File: src/hw/rtl/mlsq_pkg.sv
// mlsq_pkg: shared widths, command and status codes, and the control
// groups passed between the list manager's sequencer and its stores.
// No dependencies.
`default_nettype none

package mlsq_pkg;

  localparam int CMD_W    = 2;
  localparam int ID_W     = 4;
  localparam int VALUE_W  = 32;
  localparam int STATUS_W = 3;

  localparam int LISTS_DEF     = 16;
  localparam int NODES_DEF     = 256;
  localparam int WORD_BITS_DEF = 32;

  typedef enum logic [CMD_W-1:0] {
    CMD_CREATE = 2'd0,
    CMD_PUSH   = 2'd1,
    CMD_POP    = 2'd2,
    CMD_NOP    = 2'd3
  } cmd_t;

  typedef enum logic [STATUS_W-1:0] {
    ST_OK      = 3'd0,
    ST_EXISTS  = 3'd1,
    ST_MISSING = 3'd2,
    ST_EMPTY   = 3'd3,
    ST_FULL    = 3'd4
  } status_t;

  // descriptor store: head and tail memories
  typedef struct packed {
    logic rd;
    logic wr_head;
    logic wr_tail;
  } desc_ctl_t;

  // node store: word and link memories
  typedef struct packed {
    logic rd;
    logic wr_word;
    logic wr_link;
  } node_ctl_t;

  // free node stack
  typedef struct packed {
    logic rd;
    logic take;
    logic give;
  } free_ctl_t;

endpackage

`default_nettype wire

File: src/hw/rtl/mlsq_desc.sv
// mlsq_desc: per-list head and tail node pointers, one memory each,
// registered read. Depends on mlsq_pkg.
`default_nettype none

module mlsq_desc #(
  parameter int LISTS  = mlsq_pkg::LISTS_DEF,
  parameter int NODE_W = $clog2(mlsq_pkg::NODES_DEF)
) (
  input  logic                     clk,
  input  mlsq_pkg::desc_ctl_t      ctl,
  input  logic [$clog2(LISTS)-1:0] addr,
  input  logic [NODE_W-1:0]        head_wdata,
  input  logic [NODE_W-1:0]        tail_wdata,
  output logic [NODE_W-1:0]        head_rdata,
  output logic [NODE_W-1:0]        tail_rdata
);
  import mlsq_pkg::*;

  logic [NODE_W-1:0] head_mem [LISTS];
  logic [NODE_W-1:0] tail_mem [LISTS];
  logic [NODE_W-1:0] head_rd_r;
  logic [NODE_W-1:0] tail_rd_r;

  always_ff @(posedge clk) begin
    if (ctl.wr_head) begin
      head_mem[addr] <= head_wdata;
    end
    if (ctl.wr_tail) begin
      tail_mem[addr] <= tail_wdata;
    end
    // read data holds until the next read
    if (ctl.rd) begin
      head_rd_r <= head_mem[addr];
      tail_rd_r <= tail_mem[addr];
    end
  end

  assign head_rdata = head_rd_r;
  assign tail_rdata = tail_rd_r;

endmodule

`default_nettype wire

File: config.mk
export PLATFORM = sky130hd
export DESIGN_NAME = mlsq_desc
export DESIGN_NICKNAME = d
export VERILOG_FILES = /design/src/hw/rtl/mlsq_pkg.sv /design/src/hw/rtl/mlsq_desc.sv
export SDC_FILE = /design/constraint.sdc
export NUM_CORES = 1
export LEC_CHECK = 0
export BUFFER_PORTS_ARGS = -buffer_cell sky130_fd_sc_hd__buf_4
export CAP_MARGIN = 20
export CORE_MARGIN = 1.5
export CORE_UTILIZATION = 25
export DETAILED_ROUTE_END_ITERATION = 10
export HOLD_SLACK_MARGIN = 0.02
export PLACE_DENSITY = 0.35
export SLEW_MARGIN = 30
export SYNTH_ARGS = -nofsm -noshare
export SYNTH_HDL_FRONTEND = slang
export SYNTH_SLANG_ARGS = --single-unit
File: constraint.sdc
create_clock -name clk -period 3.4 [get_ports clk]
set_clock_uncertainty 0.2 [all_clocks]
set_input_delay 0.68 -clock clk [delete_from_list [all_inputs] [get_ports clk]]
set_output_delay 0.68 -clock clk [all_outputs]
set_load 0.01 [all_outputs]
# == After elaboration in Yosys (flattened, before gate mapping) ==
# Memories as Yosys holds them, arrays and structs flattened. A register that Yosys moved wholly into a read port is not among the register bits.
# Index checks and enable logic that the tools add are counted.
# word_totals
register_bits,0
latch_bits,0
ram_bits,256
rom_bits,0
inputBits,24
n_memories,2
# mem_list
memory,depth,width,rd,rd_ports_with_merged_regs,wr,line_no,rtl
head_mem,16,8,1,1,1,mlsq_desc.sv:19,logic [NODE_W-1:0] head_mem [LISTS];
tail_mem,16,8,1,1,1,mlsq_desc.sv:20,logic [NODE_W-1:0] tail_mem [LISTS];
# op_classes
n_addsub,0
multipliers,0
div_mod_pow,0
order_cmp,0
n_eq_ne,0
shifts,0
mux,4
n_bitwise,0
n_reduce_logical,0
# ops
op,n
two-way mux 1 bit,4

# == Depth between registers and ports, before layout ==
# logic_depth
depth_word,2
ltp_mapped,5
mapped_depth_nobuf,3

# == Worst setup path after synthesis ==
# Ideal clock, no wire load.
# synth_timing
path_type,input -> register
start,input port addr[1]
end,"memory head_mem[0][0] in the netlist's numbering, enable pin"
arrival_time_ps,1941
t_required_ps,2830
path_slack_ps,889
stages,4
cell_sequence,buf_2 clkbuf_1 or3b_2 nor2_1
# synth_rtl
element,line_no,rtl
start: declaration,mlsq_desc.sv:11,"input logic [$clog2(LISTS)-1:0] addr,"
end: declaration,mlsq_desc.sv:19,
# No word-level cell before the write port.

==> impl_metrics.env <==
export IMPL_crit_reg2reg_launch="head_mem[9][4]"
export IMPL_cts_tree="yes"
export IMPL_die_height_um=205.8
export IMPL_power_mw=7.346
export IMPL_crit_arrival_ns=2.35
export IMPL_p_switching_mw=1.484
export IMPL_holdPathEnd="head_mem[0][0]"
export IMPL_start_util_pct=25.24
export IMPL_reg2reg_depth=3
export IMPL_startpoint="addr[0]"
export IMPL_layout_common_cells="edfxtp_1, buf_4, mux4_2, a22oi_1, nor2_1"
export IMPL_die_area_um2=42360
export IMPL_relSlewSlack_pct=35.64
export IMPL_grt_first_pass_wirelength_um=34800
export IMPL_status="finished clean"
export IMPL_cts_sinks=272
export IMPL_first_global_vias=5141
export IMPL_synth_fa_ha_area_share_pct=0
export IMPL_ys_types=18
export IMPL_hold_violations=0
export IMPL_vias_per_cell=4.295
export IMPL_grt_ovfl_total=0
export IMPL_multi_input_area_um2=1973
export IMPL_drcViolationCount=0
export IMPL_cts_setup_buffers=0
export IMPL_tightest_slew_ns=0.9619
export IMPL_place_hpwl_um=15500
export IMPL_slew_violations=0
export IMPL_diodes=0
export IMPL_final_seq_area_um2=8168
export IMPL_period_share_pct=67.04
export IMPL_fmax_mhz=438.7
export IMPL_wl_per_cell_um=21.28
export IMPL_final_util_pct=30.40
export IMPL_cp_end_kind="flip-flop"
export IMPL_place_congestion=0.6917
export IMPL_fp_dieW_um=205.8
export IMPL_p_leak_nw=3.981
export IMPL_drt_total_wl_um=23340
export IMPL_pwr_density_cell_nw_per_um2=593.3
export IMPL_synth_seq_area_share_pct=79.43
export IMPL_seq_power_share_pct=51.7
export IMPL_setup_viol=0
export IMPL_power_frac_clock_pct=43.1
export IMPL_clk_root_buffer_cell="clkbuf_16"
export IMPL_synthesis_nets=483
export IMPL_pwr_share_comb_pct=5.2
export IMPL_synth_area_leaders="edfxtp_1, mux4_2, a22oi_1, nor2_1, nand2_1"
export IMPL_top_level_ports=40
export IMPL_drt_iter0_drc=426
export IMPL_min_path_type="in2reg"
export IMPL_cts_clk_slew_worst_paths_ns=0.06
export IMPL_grt_max_degree=41
export IMPL_cts_resized=0
export IMPL_ant_nets=0
export IMPL_yosys_area_top_type="edfxtp_1"
export IMPL_p_int_mw=5.863
export IMPL_firstDrtPassIters=4
export IMPL_avgSynthCellArea_um2=22.40
export IMPL_syn_inst=459
export IMPL_synth_top_family_by_area="multiplexers"
export IMPL_grt_use_total_pct=11.32
export IMPL_numCtsBuffers=28
export IMPL_rows=74
export IMPL_antenna_found_initial=0
export IMPL_ys_ff_latch=272
export IMPL_synth_xor_area_share_pct=0
export IMPL_port_buffer_count=39
export IMPL_synth_simple_area_share_pct=2.738
export IMPL_postCtsHoldBufs=0
export IMPL_rsz0062_at_grt="no"
export IMPL_cp_start_kind="input pin"
export IMPL_yosysWarnings=0
export IMPL_synth_compound_area_share_pct=2.336
export IMPL_drive_gt1_share_pct=33.81
export IMPL_required_ns=3.47
export IMPL_fin_worst_hold_slack_ns=0.2554
export IMPL_cts_htree_levels=1
export IMPL_final_common_cell="edfxtp_1"
export IMPL_core_um2=40740
export IMPL_ir_drop_mv=0.3487
export IMPL_synth_top_area_share_pct=79.43
export IMPL_r2r_slack_ns=1.67
export IMPL_synth_area_um2=10280
export IMPL_via_count=4712
export IMPL_synthMuxAreaShare_pct=14.09
export IMPL_hp_start="head_wdata[0]"
export IMPL_syn2layout_area_growth_pct=20.42
export IMPL_clkLatencyLatePin_ns=0.55
export IMPL_post_route_min_period_ns=2.279
export IMPL_clock_path_buffers=3
export IMPL_nFillCells=3957
export IMPL_fin_nets=568
export IMPL_setup_tns_ns=0
export IMPL_netSwitchingFraction_pct=20.20
export IMPL_crit_fanout=19
export IMPL_whs_path_depth=1
export IMPL_crit_type="in2reg"
export IMPL_drv_cap=0
export IMPL_rr_endpoint="head_rdata[4]"
Yosys cell counts:
master / number
mux4_2: 62
buf_4: 2
nor2_1: 33
and2_1: 1
edfxtp_1: 272
buf_6: 5
nor2b_1: 3
or2_2: 1
nand2_1: 19
buf_2: 2
nand3b_1: 2
clkbuf_1: 16
buf_1: 1
a22oi_1: 32
or3b_2: 2
mux4_1: 2
nand2b_1: 2
nand3_1: 2
kinds of logic after synthesis:
| logic type | Yosys count |
|---|---|
| muxes | 64 |
| DFF | 272 |
| and+or+nand+nor | 65 |
| AOI/OAI and AO/OA | 32 |
| buffers and inverters | 26 |
state kept, by name (all words and copies together), names as in the netlist:
name and count:
tail_mem 128, head_rdata 8, tail_rdata 8, head_mem 128
worst max-delay path by stage:
stage / end / slack [ns] / cells after the start
2_1_floorplan: head_mem[0][0] / 0.89 / 4
3_3_place_gp: tail_rdata[3] / 0.54 / 6
3_5_place_dp: tail_rdata[3] / 0.52 / 6
4_1_cts: tail_rdata[3] / 1.11 / 6
5_1_grt: tail_rdata[3] / 1.03 / 6
6_report: tail_rdata[3] / 1.12 / 6
through the flow:
stage	instance area, um^2	cells	setup WS, ns
final	12380	1097	1.121
after detailed placement	11420	1046	0.5220
after global routing	12380	1097	1.034
after global placement	11420	1046	0.5366
after CTS	12380	1097	1.113
after floorplan	10280	459	0.8892
power groups by stage:
stage | combinational, mW | clock [mW] | sequential, mW
2_1_floorplan | 0.195 | 0 | 3.87
3_3_place_gp | 0.387 | 0 | 3.87
3_5_place_dp | 0.393 | 0 | 3.87
4_1_cts | 0.394 | 3.27 | 3.80
5_1_grt | 0.420 | 3.39 | 3.80
6_report | 0.383 | 3.17 | 3.80
area by class of cell:
cell class                 instances  area share [%]
clock buffer                      31           5.921
clock inverter                    20           1.799
multi-input combinational        161           15.93
sequential                       272           65.96
tap                              532           5.375
timing repair buffer              81           5.012
critical path, cell delays in order:
cell     delay [ns]
buf_4          0.35
buf_12         0.25
buf_4          0.17
mux4_2         0.49
a22oi_1        0.24
nand2_1        0.14
layer usage:
layer / up-vias / global-route usage (%) / routed length [um]
li1: 2091 / - / -
met1: 2495 / 15.74 / 10570
met2: 89 / 18.24 / 11140
met3: 37 / 1.584 / 1125
met4: 0 / 3.727 / 510
met5: - / 0 / 0
Note: power is estimated with default switching activity, not from simulation.
