$ cat config.mk
export PLATFORM = sky130hd
export DESIGN_NAME = mlsq_free
export DESIGN_NICKNAME = d
export VERILOG_FILES = /design/src/hw/rtl/mlsq_pkg.sv /design/src/hw/rtl/mlsq_free.sv
export SDC_FILE = /design/constraint.sdc
export NUM_CORES = 2
export LEC_CHECK = 0
export BUFFER_PORTS_ARGS = -buffer_cell sky130_fd_sc_hd__buf_2
export CAP_MARGIN = 20
export CORE_MARGIN = 2
export CORE_UTILIZATION = 60
export DETAILED_ROUTE_END_ITERATION = 12
export PLACE_DENSITY_LB_ADDON = 0.05
export SYNTH_ARGS = -nofsm -noshare
export SYNTH_HDL_FRONTEND = slang
export SYNTH_SLANG_ARGS = --single-unit
$ cat constraint.sdc
create_clock -name clk -period 10.21 [get_ports clk]
set_input_delay 2.042 -clock clk [delete_from_list [all_inputs] [get_ports clk]]
set_output_delay 2.042 -clock clk [all_outputs]
set_load 0.02 [all_outputs]
$ cat src/hw/rtl/mlsq_pkg.sv
// mlsq_pkg: shared widths, command and status codes, and the control
// groups passed between the list manager's sequencer and its stores.
// No dependencies.
`default_nettype none

package mlsq_pkg;

  localparam int CMD_W    = 2;
  localparam int ID_W     = 4;
  localparam int VALUE_W  = 32;
  localparam int STATUS_W = 3;

  localparam int LISTS_DEF     = 16;
  localparam int NODES_DEF     = 256;
  localparam int WORD_BITS_DEF = 32;

  typedef enum logic [CMD_W-1:0] {
    CMD_CREATE = 2'd0,
    CMD_PUSH   = 2'd1,
    CMD_POP    = 2'd2,
    CMD_NOP    = 2'd3
  } cmd_t;

  typedef enum logic [STATUS_W-1:0] {
    ST_OK      = 3'd0,
    ST_EXISTS  = 3'd1,
    ST_MISSING = 3'd2,
    ST_EMPTY   = 3'd3,
    ST_FULL    = 3'd4
  } status_t;

  // descriptor store: head and tail memories
  typedef struct packed {
    logic rd;
    logic wr_head;
    logic wr_tail;
  } desc_ctl_t;

  // node store: word and link memories
  typedef struct packed {
    logic rd;
    logic wr_word;
    logic wr_link;
  } node_ctl_t;

  // free node stack
  typedef struct packed {
    logic rd;
    logic take;
    logic give;
  } free_ctl_t;

endpackage

`default_nettype wire

$ cat src/hw/rtl/mlsq_free.sv
// mlsq_free: stack of free node numbers with its fill count. A low-water
// mark stands in for the initial contents. Depends on mlsq_pkg.
`default_nettype none

module mlsq_free #(
  parameter int NODES  = mlsq_pkg::NODES_DEF,
  parameter int NODE_W = $clog2(mlsq_pkg::NODES_DEF),
  parameter int CNT_W  = $clog2(mlsq_pkg::NODES_DEF + 1)
) (
  input  logic                clk,
  input  logic                rst_n,
  input  mlsq_pkg::free_ctl_t ctl,
  input  logic [NODE_W-1:0]   give_node,
  output logic [NODE_W-1:0]   take_node,
  output logic [CNT_W-1:0]    count
);
  import mlsq_pkg::*;

  logic [NODE_W-1:0] stack_mem [NODES];
  logic [CNT_W-1:0]  total_r, total_nxt;
  logic [CNT_W-1:0]  low_r, low_nxt;
  logic [CNT_W-1:0]  top_cnt;
  logic [NODE_W-1:0] top_pos;
  logic [NODE_W-1:0] rd_r;
  logic [NODE_W-1:0] pos_r;
  logic              fresh_r;

  assign top_cnt = total_r - CNT_W'(1);
  assign top_pos = top_cnt[NODE_W-1:0];

  // slots below the low-water mark were never overwritten and still hold
  // their own index
  always_comb begin
    total_nxt = total_r;
    low_nxt   = low_r;
    if (ctl.take) begin
      total_nxt = top_cnt;
      if (top_cnt < low_r) begin
        low_nxt = top_cnt;
      end
    end else if (ctl.give && (total_r < CNT_W'(NODES))) begin
      total_nxt = total_r + CNT_W'(1);
    end
  end

  always_ff @(posedge clk) begin
    if (!rst_n) begin
      total_r <= CNT_W'(NODES);
      low_r   <= CNT_W'(NODES);
    end else begin
      total_r <= total_nxt;
      low_r   <= low_nxt;
    end
  end

  always_ff @(posedge clk) begin
    if (ctl.give && (total_r < CNT_W'(NODES))) begin
      stack_mem[total_r[NODE_W-1:0]] <= give_node;
    end
    if (ctl.rd) begin
      rd_r    <= stack_mem[top_pos];
      pos_r   <= top_pos;
      fresh_r <= (top_cnt < low_r);
    end
  end

  assign take_node = fresh_r ? pos_r : rd_r;
  assign count     = total_r;

endmodule

`default_nettype wire

Word level (Yosys, flattened, before mapping)
Memory sizes are Yosys's and may differ from the RTL's. A register that Yosys moved wholly into a read port is not among the register bits.
Cells that the tools add are included.
W data, S select, Z words.

storage, ports and cells
  word-level logic and storage cells = 17
  memories kept = 1
  bits of input ports = 13
  output and inout port bits = 17
  memory bits (writable) = 2048
  register bits = 27

cells by class
  reductions and logical operators = 3
  order comparisons = 2
  $add $sub $neg = 2
  multiplexer cells = 5

memory list
  name       depth  width  read ports  clocked after Yosys merged registers in  write ports  RTL line         RTL
  stack_mem  256    8      1           1                                        1            mlsq_free.sv:19  logic [NODE_W-1:0] stack_mem [NODES];

operator list
  operator               number
  $mux W9                2
  $add A9 B1 Y9 const B  1
  $lt A9 B9 Y1           1
  $lt A9 B9 Y1 const B   1
  $sub A9 B1 Y9 const B  1
  $mux W8                1
  $mux W1                2
  $reduce_and A2 Y1      1
  $reduce_bool A2 Y1     1
  $logic_and A1 B1 Y1    1

Depth between registers and ports, before layout
  depth in word-level cells = 4
  gate-level depth with buffers = 19
  gate-level depth less buffers = 12

Worst setup path before layout
Ideal clock, no wire load.

  kind = register to register
  start = register total_r[0] (netlist: count[0])
  end = register low_r[5]
  setup time = 0.091 ns
  cell stages (with the launch flop) = 18
  setup slack = 5.970 ns
  buffers on the path = 5
  clock period less this slack = 4.240 ns
  arrival = 4.149 ns
  data required time = 10.119 ns
  cell sequence = dfxtp_1 -> clkbuf_2 -> buf_6 -> buf_6 -> buf_4 -> inv_1 -> ha_1 -> nor3b_1 -> nand2_1 -> xor2_1 -> clkinv_1 -> ha_1 -> a2111oi_0 -> nand2_1 -> o22ai_1 -> buf_4 -> a21oi_1 -> a311oi_1

between the ends
  cells in the longest elaborated chain, start to end = 3

ends and longest elaborated chain
  element                             RTL line         RTL
  from (decl)                         mlsq_free.sv:20  logic [CNT_W-1:0] total_r, total_nxt;
  from (signal assigned)              mlsq_free.sv:48  total_r <= CNT_W'(NODES);
  from (signal assigned)              mlsq_free.sv:51  total_r <= total_nxt;
  $sub A9 B1 Y9                       mlsq_free.sv:28  assign top_cnt = total_r - CNT_W'(1);
  named net top_cnt[0]                mlsq_free.sv:22  logic [CNT_W-1:0] top_cnt;
  $lt A9 B9 Y1                        mlsq_free.sv:38  if (top_cnt < low_r) begin
  $reduce_and A2 Y1 (no source line)  n/a
  to (signal assigned)                mlsq_free.sv:49  low_r <= CNT_W'(NODES);
  to (signal assigned)                mlsq_free.sv:52  low_r <= low_nxt;
  to (decl)                           mlsq_free.sv:21  logic [CNT_W-1:0] low_r, low_nxt;

The timed path passes the listed nets, and every way through them passes these cells.
A chain may end at the register's enable or synchronous reset.

Worst setup path in the final report
  start = register total_r[0] (netlist: count[0])
  end = register rd_r[0] (read register of stack_mem), data pin

between the ends
  cells in the longest elaborated chain, start to end = 1

ends and longest elaborated chain
  element               RTL line         RTL
  $sub A9 B1 Y9         mlsq_free.sv:28
  named net top_cnt[0]  mlsq_free.sv:22
  to (decl)             mlsq_free.sv:24  logic [NODE_W-1:0] rd_r;

The timed path passes the listed nets, and every way through them passes these cells.

==> results.md <==
- The flow ran to the end, and the final reports show no timing, DRC or antenna violations.
- Excluding fillers, the count of instances in the completed layout stands at 5518.
- The number of antenna violations at the first check in global routing is 6.
- The HPWL after detailed placement is 108000 um.
- Prior to clock tree synthesis, the placed netlist has a worst setup slack of 3980 ps.
- In the layout the commonest cells are 2065 x sky130_fd_sc_hd__edfxtp_1, 640 x sky130_fd_sc_hd__mux4_2, 271 x sky130_fd_sc_hd__nor2_1.
- The hold slack is 496 ps.
- The worst IR drop on VDD is 0.000161 V.
- The number of max-cap violations is 0.
- The share of total power dissipated in the clock network is 0.361.
- The number of input and output port buffers inserted is 29.
- The number of placement rows is 134.
- From bottom edge to top edge, the die measures roughly 370 um.
- Setup repair after global routing left no endpoint under its margin.
- The setup TNS after final layout is 0 ps.
- After detailed placement, the design holds a cell count of 5141.
- The clock insertion delay at the later pin of the skew report is 820 ps.
- Based on the critical path, the design can be clocked at up to 162 MHz.
- The tightest min-delay check is of the flop to flop type.
- The global-route congestion overflow total is 0.
- From synthesis to final layout, the design area changed by 10.3%.
- The number of nets in the layout is 3604.
- At the end of the flow the core is filled with cells to 0.667.
- The setup-violating endpoint count in the final report is 0.
- The area taken by flip-flops and latches is 62400 um^2.
- The via count of the first global-routing pass is about 38000.
- The average wire per cell in the routed design is 33.4 um.
- The final standard cell area without fillers is 89000 um^2.
- The critical path is of the flop to flop type.
- The final worst slack is 4030 ps.
- The routed design could run at a clock period as short as 6180 ps.
- The clock sink count is 2083.
- In this run the post-CTS setup repair buffer count came out at 0.
- After technology mapping, the gate count stands at 3497.
- The number of DRC violations after detailed-routing iteration 0 is 4834.
- The primary flip-flop cell chosen by synthesis mapping is sky130_fd_sc_hd__edfxtp_1.
- The slew at the pin closest to its max-slew limit is 1230 ps.
- The synthesized cell area is 80700 um^2.
- Summed over all nets, the switching power comes to 4.98 mW.
- For the worst setup path, the data arrival time is 6720 ps.
- The worst setup skew after layout is 26.4 ps.
- In this run the remaining antenna-violating nets after routing total 0.
- The hold violation count in the final report came to 0.
- In this run the tightest slew margin relative to its limit is 0.180.
- The share of final-layout standard cells stronger than drive strength 1 is 0.277.
- The startpoint kind of the worst setup timing path is a flop.
- The TritonCTS clock tree is yes.
- The first-pass iteration count of the detailed router is 5.
- In the synthesized netlist the async set-or-reset flop fraction comes to 0.
- The sort of element at the end of the critical path is a flop.
- For the worst setup path, the data required time is 10740 ps.
- The floorplan step defined a die boundary enclosing about 140000 um^2.
- The multi-input combinational cell area is 17300 um^2.
- The total wirelength of the detailed-routed design is 184000 um.
- The via total after detailed routing is 37000.
- The routability congestion estimate is 0.850.
- After detailed routing, the number of vias per cell comes to 6.70.
- The top-level I/O count is 30.
- The clock-pin slew on the worst setup and hold paths is 70 ps.
- The global-route usage over all layers is 0.274.
- After filler insertion, the fill cell instance count of the layout stands at 8443.
- The floorplan step defined a core boundary enclosing around 130000 um^2.
- Yosys printed 0 warnings.
- In this run, CTS created clock tree buffers numbering 202.
- The synthesized area per cell is around 23 um^2.
- The proportion of power drawn by combinational gates is 0.154.
- The count of final max-slew check failures is 0.
- Dividing total power by cell area gives a power density of around 220 nW/um^2.
- The synthesized design contains just over 2000 enable-type register cells.
- The maximum number of buffers from clock root to sink is 3.
- The library cell used most frequently in the layout, excluding fill and tap cells, is sky130_fd_sc_hd__edfxtp_1.
- The die is 371 um wide.
- The switching power share of the total is 0.253.
- Power comes to between 15 and 20 mW.
- The internal portion of the total power is 14.7 mW.
- The count of cell types in the netlist is 46.
- The effective utilization at floorplan is 0.604.
- Gates resized during post-CTS repair numbered 0.
- The pin count of the biggest net entering global routing is 166.
- The share of total power dissipated in sequential elements is 0.485.
- The number of buffers inserted by hold repair at cts is 0.
- The total leakage power is 26.8 nW.
- The first global-routing pass estimated between 200000 and 300000 um of wire.
- In this run, synthesis produced a sequential element count of 2083.
- The maximum fanout along the worst path is approximately 130.
- The post-detailed-placement cell area is 82700 um^2.
- In the finished design, the share of the clock period the worst path needs comes to 0.606.
- The buffer type at the clock tree root is sky130_fd_sc_hd__clkbuf_16.
- For this run, the register share of the synthesized area comes to 0.773.
- The H-tree depth is 4.
- The number of nets in the synthesized netlist is 3522.
- The DRC violation count after routing is 0.
## synthesized netlist by cell type, types with 2 or more instances
cell type	instances	area, um^2
sky130_fd_sc_hd__a211oi_1	5	37.5
sky130_fd_sc_hd__a21oi_1	42	210
sky130_fd_sc_hd__a21oi_2	2	17.5
sky130_fd_sc_hd__a22oi_1	64	480
sky130_fd_sc_hd__a311oi_1	4	35.0
sky130_fd_sc_hd__and2_1	3	18.8
sky130_fd_sc_hd__and3_1	13	81.3
sky130_fd_sc_hd__buf_2	55	275
sky130_fd_sc_hd__buf_4	24	180
sky130_fd_sc_hd__buf_6	7	78.8
sky130_fd_sc_hd__clkbuf_1	124	465
sky130_fd_sc_hd__clkbuf_2	3	15.0
sky130_fd_sc_hd__clkinv_1	2	7.51
sky130_fd_sc_hd__dfxtp_1	18	360
sky130_fd_sc_hd__edfxtp_1	2065	62000
sky130_fd_sc_hd__ha_1	12	150
sky130_fd_sc_hd__inv_1	14	52.6
sky130_fd_sc_hd__mux2_2	8	90.1
sky130_fd_sc_hd__mux4_2	640	14400
sky130_fd_sc_hd__nand2_1	34	128
sky130_fd_sc_hd__nand3_1	21	105
sky130_fd_sc_hd__nor2_1	271	1020
sky130_fd_sc_hd__nor2b_1	7	43.8
sky130_fd_sc_hd__nor3_1	20	100
sky130_fd_sc_hd__nor3b_1	3	22.5
sky130_fd_sc_hd__o21a_1	2	15.0
sky130_fd_sc_hd__o21ai_0	4	20.0
sky130_fd_sc_hd__xnor2_1	6	52.6
sky130_fd_sc_hd__xor2_1	7	61.3
## per-layer routing
metal / GRT usage / up-vias / routed length [um]
met5: 0 / - / 36
met4: 0.0761 / 6 / 4570
met3: 0.0535 / 278 / 15900
met2: 0.434 / 1703 / 90800
met1: 0.398 / 19900 / 72800
li1: - / 15000 / -
## critical path, stage by stage (launching register included)
cell                      delay (ps)
sky130_fd_sc_hd__dfxtp_4         910
sky130_fd_sc_hd__inv_1           310
sky130_fd_sc_hd__ha_4           1080
sky130_fd_sc_hd__buf_12          530
sky130_fd_sc_hd__buf_4           710
sky130_fd_sc_hd__mux4_2          400
sky130_fd_sc_hd__mux4_2          540
sky130_fd_sc_hd__a22oi_1         510
sky130_fd_sc_hd__a21oi_1         150
sky130_fd_sc_hd__nor3_1          300
sky130_fd_sc_hd__nor2_1           90
## power groups by stage
stage	Clock [mW]	Combinational, mW	Sequential, mW
floorplan	0	1.95	9.67
detailed placement	0	3.02	9.72
global placement	0	2.98	9.71
CTS	7.21	3.03	9.54
global route	7.54	3.17	9.54
finish	7.12	3.03	9.54
## cells by family (layout without fill, tap and decap cells)
| logic type | count (synthesis) | after routing | share of synthesized area |
|---|---|---|---|
| other | 0 | 1 | 0 |
| multiplexers | 649 | 649 | 0.180 |
| XOR/XNOR | 13 | 13 | 0.00141 |
| AND/OR/NAND/NOR | 378 | 378 | 0.0194 |
| adder cells (fa/ha/maj) | 12 | 12 | 0.00186 |
| buffers and inverters | 231 | 483 | 0.0135 |
| flip-flops | 2083 | 2083 | 0.773 |
| AO/OA/AOI/OAI | 131 | 131 | 0.0108 |
## cell type report
class	instances	share of cell area
clock buffer	255	0.0607
inverter	17	0.000717
sequential	2083	0.701
tap	1768	0.0249
clock inverter	119	0.0101
antenna	1	0.0000281
timing repair buffer	92	0.00834
multi-input combinational	1183	0.194
## path summary, 6_finish.rpt
kind         cells after the start     start  endpoint  slack [ps]
max                             10  count[0]   rd_r[0]        4030
min                              2  low_r[3]  low_r[3]         500
max reg2reg                     10  count[0]   rd_r[0]        4030
min reg2reg                      2  low_r[3]  low_r[3]         500
## flip-flops by register name, indices dropped and copies added, names as in the netlist
signal     cells
stack_mem   2048
count          9
low_r          9
pos_r          8
rd_r           8
fresh_r        1
Power figures use the tool's default switching activity.
